===== config.mk =====
export PLATFORM = sky130hd
export DESIGN_NAME = heap_ordered_fifo_queue
export DESIGN_NICKNAME = d
export VERILOG_FILES = /design/src/hdl/hofq_pkg.sv /design/src/hdl/heap_ordered_fifo_queue.sv /design/src/hdl/hofq_ram.sv
export VERILOG_INCLUDE_DIRS = /design/src /design/src/hdl
export SDC_FILE = /design/constraint.sdc
export NUM_CORES = 2
export LEC_CHECK = 0
export ABC_AREA = 0
export ABC_CLOCK_PERIOD_IN_PS = 10800
export BUFFER_PORTS_ARGS = -buffer_cell sky130_fd_sc_hd__buf_2
export CAP_MARGIN = 5
export CORE_ASPECT_RATIO = 1.25
export CORE_MARGIN = 2
export CORE_UTILIZATION = 40
export DETAILED_ROUTE_END_ITERATION = 8
export REMOVE_ABC_BUFFERS = 1
export SETUP_SLACK_MARGIN = 0.4
export SLEW_MARGIN = 10
export SYNTH_ARGS = -nofsm -noshare
export SYNTH_HDL_FRONTEND = slang
export SYNTH_SLANG_ARGS = --single-unit

===== constraint.sdc =====
create_clock -name clk -period 10.8 [get_ports clk]
set_input_delay 0.54 -clock clk [delete_from_list [all_inputs] [get_ports clk]]
set_output_delay 0.54 -clock clk [all_outputs]
set_load 0.05 [all_outputs]

===== src/hdl/heap_ordered_fifo_queue_assert.svh =====
// ----------------------------------------------------------------------------
// Heap ordered FIFO queue assertion macros
// Short forms for the concurrent checks used in the queue RTL.
// ----------------------------------------------------------------------------
`ifndef HEAP_ORDERED_FIFO_QUEUE_ASSERT_SVH
`define HEAP_ORDERED_FIFO_QUEUE_ASSERT_SVH

// Condition holds at every clock edge out of reset.
`define HOFQ_CHECK(label, cond, msg) \
  label: assert property (@(posedge clk) disable iff (rst) (cond)) else $error(msg);

// Consequent holds in the same cycle as the antecedent.
`define HOFQ_IMPLIES(label, ante, cons, msg) \
  label: assert property (@(posedge clk) disable iff (rst) (ante) |-> (cons)) \
    else $error(msg);

// Consequent holds in the cycle after the antecedent.
`define HOFQ_NEXT(label, ante, cons, msg) \
  label: assert property (@(posedge clk) disable iff (rst) (ante) |=> (cons)) \
    else $error(msg);

`endif


===== src/hdl/hofq_pkg.sv =====
// ----------------------------------------------------------------------------
// Heap ordered FIFO queue package
// Shared types, status codes and sequencer states for the queue.
// ----------------------------------------------------------------------------
`default_nettype none

package hofq_pkg;

  localparam int ValueW = 32;
  localparam int StampW = 32;
  localparam int CapW   = 5;

  localparam logic [CapW-1:0] CapReset = 5'd16;

  localparam logic OP_ENQ = 1'b0;
  localparam logic OP_DEQ = 1'b1;

  localparam logic [1:0] ST_OK    = 2'd0;
  localparam logic [1:0] ST_FULL  = 2'd1;
  localparam logic [1:0] ST_EMPTY = 2'd2;

  typedef struct packed {
    logic [ValueW-1:0] value;
    logic [StampW-1:0] stamp;
  } entry_t;

  typedef enum logic [3:0] {
    S_IDLE,
    S_UP,
    S_UP_CMP,
    S_DN_ROOT,
    S_DN_LAST,
    S_DN_MOV,
    S_DN_L,
    S_DN_R,
    S_DN_RC,
    S_DN_CMP,
    S_DONE
  } state_t;

endpackage

`default_nettype wire


===== src/hdl/heap_ordered_fifo_queue.sv =====
// ----------------------------------------------------------------------------
// Heap ordered FIFO queue
// First-in first-out queue kept as a binary min-heap on arrival stamps.
// ----------------------------------------------------------------------------
// Each enqueued value is stored in a heap RAM together with a 32-bit arrival
// stamp. The stamp comes from a counter that advances on every accepted
// enqueue. The root always holds the oldest entry. Stamps are ordered by the
// sign of their wrapped difference, so the order survives counter wrap.
// One item is worked on at a time: in_ready is high only while the sequencer
// is idle. Each operation runs through these steps:
//   - Enqueue: an entry that lands at the root is written at once; else each
//     level checked takes a parent read, then a compare and a write. A fresh
//     stamp is always the youngest, so in practice it never climbs.
//   - Dequeue: a root read, then a read of the last entry, which becomes the
//     moved entry. Each level whose children are compared takes a RAM read
//     for the left child, a RAM read for the right child, a child compare,
//     then a compare with the moved entry and a write (no right-child read or
//     child compare when there is only a left child). A further write step
//     follows when the moved entry comes to rest at a slot with no children.
//   - Refused enqueue (status full) or dequeue when empty: straight to result.
// The single RAM read port and the one shared 32-bit stamp subtractor set
// these steps. The result sits in an output register, so the next item is
// taken while it waits for out_ready. If that register still holds an
// untaken result, the item waits in its last step until out_ready frees it.
// Enqueue is refused once the entry count reaches the smaller of the cap
// register (written through cfg_wr_en/cfg_wr_data, reset 16) and DEPTH.
// Heap RAM needs no clearing after reset: only slots below the count are read.
`default_nettype none

`include "heap_ordered_fifo_queue_assert.svh"

module heap_ordered_fifo_queue #(
  parameter int DEPTH = 16
) (
  input  logic                        clk,
  input  logic                        rst,
  // configuration
  input  logic                        cfg_wr_en,
  input  logic [hofq_pkg::CapW-1:0]   cfg_wr_data,
  // request channel
  input  logic                        in_valid,
  output logic                        in_ready,
  input  logic                        op,
  input  logic signed [hofq_pkg::ValueW-1:0] value_in,
  // result channel
  output logic                        out_valid,
  input  logic                        out_ready,
  output logic signed [hofq_pkg::ValueW-1:0] value_out,
  output logic [1:0]                  status
);

  import hofq_pkg::*;

  localparam int AW   = $clog2(DEPTH);
  localparam int CW   = $clog2(DEPTH + 1);
  localparam int IW   = AW + 2;
  localparam int CMPW = (CW > CapW) ? CW : CapW;

  // control state
  state_t          state, state_next;
  logic [CW-1:0]   count, count_next;
  logic [StampW-1:0] counter, counter_next;
  logic [CapW-1:0] cap;

  // sift working registers
  logic [AW-1:0]   hole, hole_next;
  logic [CW-1:0]   last_idx, last_idx_next;
  entry_t          mov, mov_next;
  entry_t          child, child_next;
  logic [AW-1:0]   child_idx, child_idx_next;
  logic [ValueW-1:0] res_value, res_value_next;
  logic [1:0]      res_status, res_status_next;

  // output register
  logic              out_valid_next;
  logic [ValueW-1:0] value_out_next;
  logic [1:0]        status_next;

  // RAM port
  logic          ram_we;
  logic [AW-1:0] ram_waddr;
  entry_t        ram_wdata;
  logic [AW-1:0] ram_raddr;
  entry_t        ram_rdata;

  // shared stamp comparator
  logic [StampW-1:0] cmp_a, cmp_b, stamp_diff;
  logic              is_older;

  // index arithmetic
  logic [AW-1:0] hole_m1, parent;
  logic [IW-1:0] left_ext, right_ext, last_ext;
  logic          is_full;

  hofq_ram #(
    .WIDTH ($bits(entry_t)),
    .DEPTH (DEPTH)
  ) u_heap_ram (
    .clk     (clk),
    .wr_en   (ram_we),
    .wr_addr (ram_waddr),
    .wr_data (ram_wdata),
    .rd_addr (ram_raddr),
    .rd_data (ram_rdata)
  );

  // One subtractor serves every stamp compare; a is older than b when a-b < 0.
  assign stamp_diff = cmp_a - cmp_b;
  assign is_older   = stamp_diff[StampW-1];

  assign hole_m1   = hole - AW'(1);
  assign parent    = hole_m1 >> 1;
  assign left_ext  = {1'b0, hole, 1'b1};
  assign right_ext = left_ext + IW'(1);
  assign last_ext  = IW'(last_idx);

  // Full when the count meets either the written limit or the storage depth.
  assign is_full = (CMPW'(count) >= CMPW'(cap)) || (count == CW'(DEPTH));

  assign in_ready = (state == S_IDLE);

  always_ff @(posedge clk) begin
    if (rst) begin
      state     <= S_IDLE;
      count     <= '0;
      counter   <= '0;
      cap       <= CapReset;
      out_valid <= 1'b0;
    end else begin
      state     <= state_next;
      count     <= count_next;
      counter   <= counter_next;
      out_valid <= out_valid_next;
      if (cfg_wr_en) begin
        cap <= cfg_wr_data;
      end
    end
    hole       <= hole_next;
    last_idx   <= last_idx_next;
    mov        <= mov_next;
    child      <= child_next;
    child_idx  <= child_idx_next;
    res_value  <= res_value_next;
    res_status <= res_status_next;
    value_out  <= value_out_next;
    status     <= status_next;
  end

  always_comb begin
    state_next      = state;
    count_next      = count;
    counter_next    = counter;
    hole_next       = hole;
    last_idx_next   = last_idx;
    mov_next        = mov;
    child_next      = child;
    child_idx_next  = child_idx;
    res_value_next  = res_value;
    res_status_next = res_status;
    out_valid_next  = out_valid && !out_ready;
    value_out_next  = value_out;
    status_next     = status;
    ram_we          = 1'b0;
    ram_waddr       = hole;
    ram_wdata       = mov;
    ram_raddr       = '0;
    cmp_a           = mov.stamp;
    cmp_b           = ram_rdata.stamp;

    case (state)
      S_IDLE: begin
        if (in_valid) begin
          res_value_next  = '0;
          res_status_next = ST_OK;
          if (op == OP_ENQ) begin
            if (is_full) begin
              res_status_next = ST_FULL;
              state_next      = S_DONE;
            end else begin
              // Take the next stamp; the new entry starts at the end of the heap.
              mov_next.value = value_in;
              mov_next.stamp = counter;
              hole_next      = count[AW-1:0];
              count_next     = count + CW'(1);
              counter_next   = counter + StampW'(1);
              state_next     = S_UP;
            end
          end else begin
            if (count == '0) begin
              res_status_next = ST_EMPTY;
              state_next      = S_DONE;
            end else begin
              last_idx_next = count - CW'(1);
              count_next    = count - CW'(1);
              state_next    = S_DN_ROOT;
            end
          end
        end
      end

      // Sift up: parent moves down into the hole while the new entry is older.
      S_UP: begin
        if (hole == '0) begin
          ram_we     = 1'b1;
          state_next = S_DONE;
        end else begin
          ram_raddr  = parent;
          state_next = S_UP_CMP;
        end
      end

      S_UP_CMP: begin
        cmp_a = mov.stamp;
        cmp_b = ram_rdata.stamp;
        ram_we = 1'b1;
        if (is_older) begin
          ram_wdata  = ram_rdata;
          hole_next  = parent;
          state_next = S_UP;
        end else begin
          state_next = S_DONE;
        end
      end

      S_DN_ROOT: begin
        ram_raddr  = '0;
        state_next = S_DN_LAST;
      end

      S_DN_LAST: begin
        res_value_next = ram_rdata.value;
        ram_raddr      = last_idx[AW-1:0];
        state_next     = S_DN_MOV;
      end

      S_DN_MOV: begin
        mov_next   = ram_rdata;
        hole_next  = '0;
        state_next = S_DN_L;
      end

      // Sift down: read the children that exist, pick the older, compare with the mover.
      S_DN_L: begin
        if (left_ext < last_ext) begin
          ram_raddr  = left_ext[AW-1:0];
          state_next = S_DN_R;
        end else begin
          ram_we     = 1'b1;
          state_next = S_DONE;
        end
      end

      S_DN_R: begin
        child_next     = ram_rdata;
        child_idx_next = left_ext[AW-1:0];
        if (right_ext < last_ext) begin
          ram_raddr  = right_ext[AW-1:0];
          state_next = S_DN_RC;
        end else begin
          state_next = S_DN_CMP;
        end
      end

      S_DN_RC: begin
        cmp_a = ram_rdata.stamp;
        cmp_b = child.stamp;
        if (is_older) begin
          child_next     = ram_rdata;
          child_idx_next = right_ext[AW-1:0];
        end
        state_next = S_DN_CMP;
      end

      S_DN_CMP: begin
        cmp_a  = child.stamp;
        cmp_b  = mov.stamp;
        ram_we = 1'b1;
        if (is_older) begin
          ram_wdata  = child;
          hole_next  = child_idx;
          state_next = S_DN_L;
        end else begin
          state_next = S_DONE;
        end
      end

      // Hold the result until the output register is free.
      S_DONE: begin
        if (!out_valid || out_ready) begin
          out_valid_next = 1'b1;
          value_out_next = res_value;
          status_next    = res_status;
          state_next     = S_IDLE;
        end
      end

      default: begin
        state_next = S_IDLE;
      end
    endcase
  end

  `HOFQ_CHECK(a_count_bound, count <= CW'(DEPTH), "entry count above depth")
  `HOFQ_NEXT(a_stamp_advance,
             in_valid && in_ready && op == OP_ENQ && !is_full,
             counter == $past(counter) + StampW'(1),
             "stamp counter did not advance on enqueue")
  `HOFQ_IMPLIES(a_empty_zero,
                out_valid && status == ST_EMPTY,
                value_out == '0,
                "empty result carries nonzero value")
  `HOFQ_IMPLIES(a_child_range,
                state == S_DN_CMP,
                IW'(child_idx) < last_ext,
                "sift-down child beyond heap end")

endmodule

`default_nettype wire


===== src/hdl/hofq_ram.sv =====
// ----------------------------------------------------------------------------
// Heap ordered FIFO queue RAM
// Simple dual-port RAM: one write port, one read port with registered data.
// ----------------------------------------------------------------------------
`default_nettype none

module hofq_ram #(
  parameter int WIDTH = 64,
  parameter int DEPTH = 16
) (
  input  logic                     clk,
  input  logic                     wr_en,
  input  logic [$clog2(DEPTH)-1:0] wr_addr,
  input  logic [WIDTH-1:0]         wr_data,
  input  logic [$clog2(DEPTH)-1:0] rd_addr,
  output logic [WIDTH-1:0]         rd_data
);

  logic [WIDTH-1:0] mem [DEPTH];

  always_ff @(posedge clk) begin
    if (wr_en) begin
      mem[wr_addr] <= wr_data;
    end
    rd_data <= mem[rd_addr];
  end

endmodule

`default_nettype wire

==> results.toml <==
[outcome]
status = "completed"

[clocking]
clkLatencyLatePin_ns = 0.77
cts-buffers-inserted = 132
clk_path_buf_depth = 3
cts_tree = "yes"
cts_resized = 0
holdBufCountCts = 0
root_buffer = "clkbuf_16"
cts.htree.levels = 4
post_cts_buffers = 0
cts_sinks = 1344
path_clk_slew_ns = 0.06

[drt]
drcViolationCount = 0
vias = 32117
ant_nets = 0
dr.pass1.iters = 5
via_per_inst = 5.72
post_drt_wl_per_cell_um = 25.2
routed_wl_um = 142000
drt-initial-drc-count = 2964

[placement]
placedInstanceArea_sq_mm = 0.0571
place_hpwl_um = 70200
place_congestion = 0.821
dp_slack_ns = 4.86
portBuffers = 78

[worst_hold_path]
worstHoldPathCells = 3
hold_path_end = "cap[4]"
hp-start = "cfg_wr_data[4]"
hold_class = "input pin to flop"

[timing]
slew_headroom_pct = 19.9
tns_ns = 0
slew_viol_final = 0
hold_violations = 0
tightest_slew_ns = 1.20
post-route-period-util_pct = 55.4
setup_ws_ns = 4.82
max_freq_mhz = 167
finalClockSkew_ns = 0.0338
min_period_ns = 5.98
finalSetupViolCount = 0
grt_setup_unrepaired = "false"

[logic_synthesis]
ys.warnings.count = 0
syn_avg_cell_area_sq_um = 14.7
ys_async_sr_fraction_pct = 0
yosysSeqAreaShare_pct = 71.6
synth_edf_count = 1233
synth_area_sq_mm = 0.0548
ys_ff_latch = 1344
synthDistinctLibCells = 66
synthCells = 3721
synth_flop_cell = "edfxtp_1"

[critical_path]
start_kind = "flop"
rr_startpoint = "state[3]"
rrSetupSlack_ns = 4.82
worstSetupPathType = "flop to flop"
crit_fanout = 66
cp-end-kind = "flop"
r2r_end = "child[49]"
crit_arrival_ns = 6.36
cp.required_ns = 11.18
rr_worst_depth = 15

[grt]
grt_first_pass_wirelength_um = 207000
grt_pass1_vias = 31146
globalRouteOverflowTotal = 0
grt_max_degree = 205
grtUsageTotal_pct = 20.0
antenna_found_initial = 1

[final_layout]
final_common_cell = "edfxtp_1"
antenna_cells = 0
fill_cells = 11708
drive_gt1_share_pct = 13.4
stdcell_area_sq_mm = 0.0615
final_nets = 3845
fin_util_pct = 45.3
final_cell_mix = "edfxtp_1 (1233), nand2_1 (450), and2_1 (224)"
area_growth_pct = 12.2

[die]
initial_core_util_pct = 40.4
die_w_um = 335
pin_count = 79
coreArea_sq_mm = 0.136
die-area_sq_mm = 0.140
row_count = 151
die_h_um = 418

[power_and_ir_drop]
static-leakage-power_nw = 19.9
irDropWorstVdd_mv = 0.258
pwr_density_cell_mw_per_mm2 = 267

[run]
maxCapViolations = 0
==> worst max-delay path by stage <==
| stage | startpoint | end | depth (start not counted) |
|---|---|---|---|
| 6_report | state[3] | child[49] | 15 |
| 3_3_place_gp | state[3] | child[36] | 15 |
| 2_1_floorplan | state[0] | u_heap_ram.rd_data[0] | 8 |
| 3_5_place_dp | state[3] | child[36] | 15 |
| 4_1_cts | state[3] | child[49] | 15 |
| 5_1_grt | state[3] | child[41] | 16 |
==> final cells by class <==
class                   count  area (sq um)  share of cell area (%)
clock buffers             170          3600                    5.85
clock inverters            71           767                    1.25
inverters                  26          97.6                   0.159
multi-input cells        2098         14600                    23.8
flip-flops and latches   1344         39300                    63.8
well taps                1759          2200                    3.58
repair buffers            149           961                    1.56
==> power breakdown <==
| group | switching [mW] | internal [mW] |
|---|---|---|
| Clock | 1.97 | 2.69 |
| Sequential | 0.386 | 7.03 |
| Combinational | 3.01 | 1.36 |
==> registers in the layout (all words and copies together) (netlist names) <==
signal              cells
mov                    64
child                  64
cap                     5
counter                32
last_idx                5
child_idx               4
out_valid               1
hole                    4
value_out              32
res_status              2
state                   4
res_value              32
u_heap_ram.rd_data     64
count                   5
u_heap_ram.mem       1024
status                  2
==> worst max-delay path, stage by stage, from the launching register on <==
cell	delay, ns
dfxtp_1	0.68
nor3b_4	0.29
buf_4	0.50
o21ai_0	0.18
ha_1	0.35
a21o_1	0.17
a221o_1	0.31
a21oi_1	0.16
o211ai_1	0.24
a41oi_1	0.37
xnor2_2	0.08
buf_4	0.34
buf_4	0.43
o21ai_4	0.20
buf_4	0.44
buf_4	0.75
==> cell families (layout without fill, tap and decap cells) <==
family | after synthesis | count (layout) | share of synthesized area (%)
xor+xnor | 41 | 41 | 0.655
simple gates | 950 | 950 | 8.35
flops | 1344 | 1344 | 71.6
buf+inv | 279 | 416 | 2.20
mux | 319 | 319 | 6.11
compound gates | 737 | 737 | 9.96
fa+ha+maj | 51 | 51 | 1.16
==> through the flow <==
| step | power (mW) | hold slack (ns) | cells |
|---|---|---|---|
| detailed placement | 11.9 | 0.406 | 5376 |
| floorplan | 10.8 | 0.400 | 3468 |
| global route | 17.2 | 0.0312 | 5617 |
| CTS | 16.5 | 0.00978 | 5617 |
| finish | 16.4 | 0.0543 | 5617 |
| global placement | 11.8 | 0.401 | 5376 |
==> synth_stat cells, drive strengths merged, types with 19 or more instances <==
cell type	n	area, sq um
nor2	102	383
nor3	19	105
buf	82	465
o21ai	59	295
and2	230	1440
ha	51	638
a21oi	56	280
inv	26	97.6
mux2	125	1410
o32ai	65	569
a221o	70	701
nand3	24	120
o2bb2ai	64	561
a211oi	198	1490
and3	75	469
mux2i	194	1940
dfxtp	111	2220
nand2	453	1700
clkbuf	171	642
a31oi	130	813
edfxtp	1233	37000
xnor2	25	219
a22oi	64	480
==> per-layer routing <==
layer / track usage [%] / wire length [um] / up-vias
li1: - / - / 14427
met1: 26.7 / 59300 / 16325
met2: 33.1 / 68800 / 1103
met3: 3.10 / 8870 / 262
met4: 6.92 / 4470 / 0
met5: 0 / 0 / -
Power figures use the tool's default switching activity.
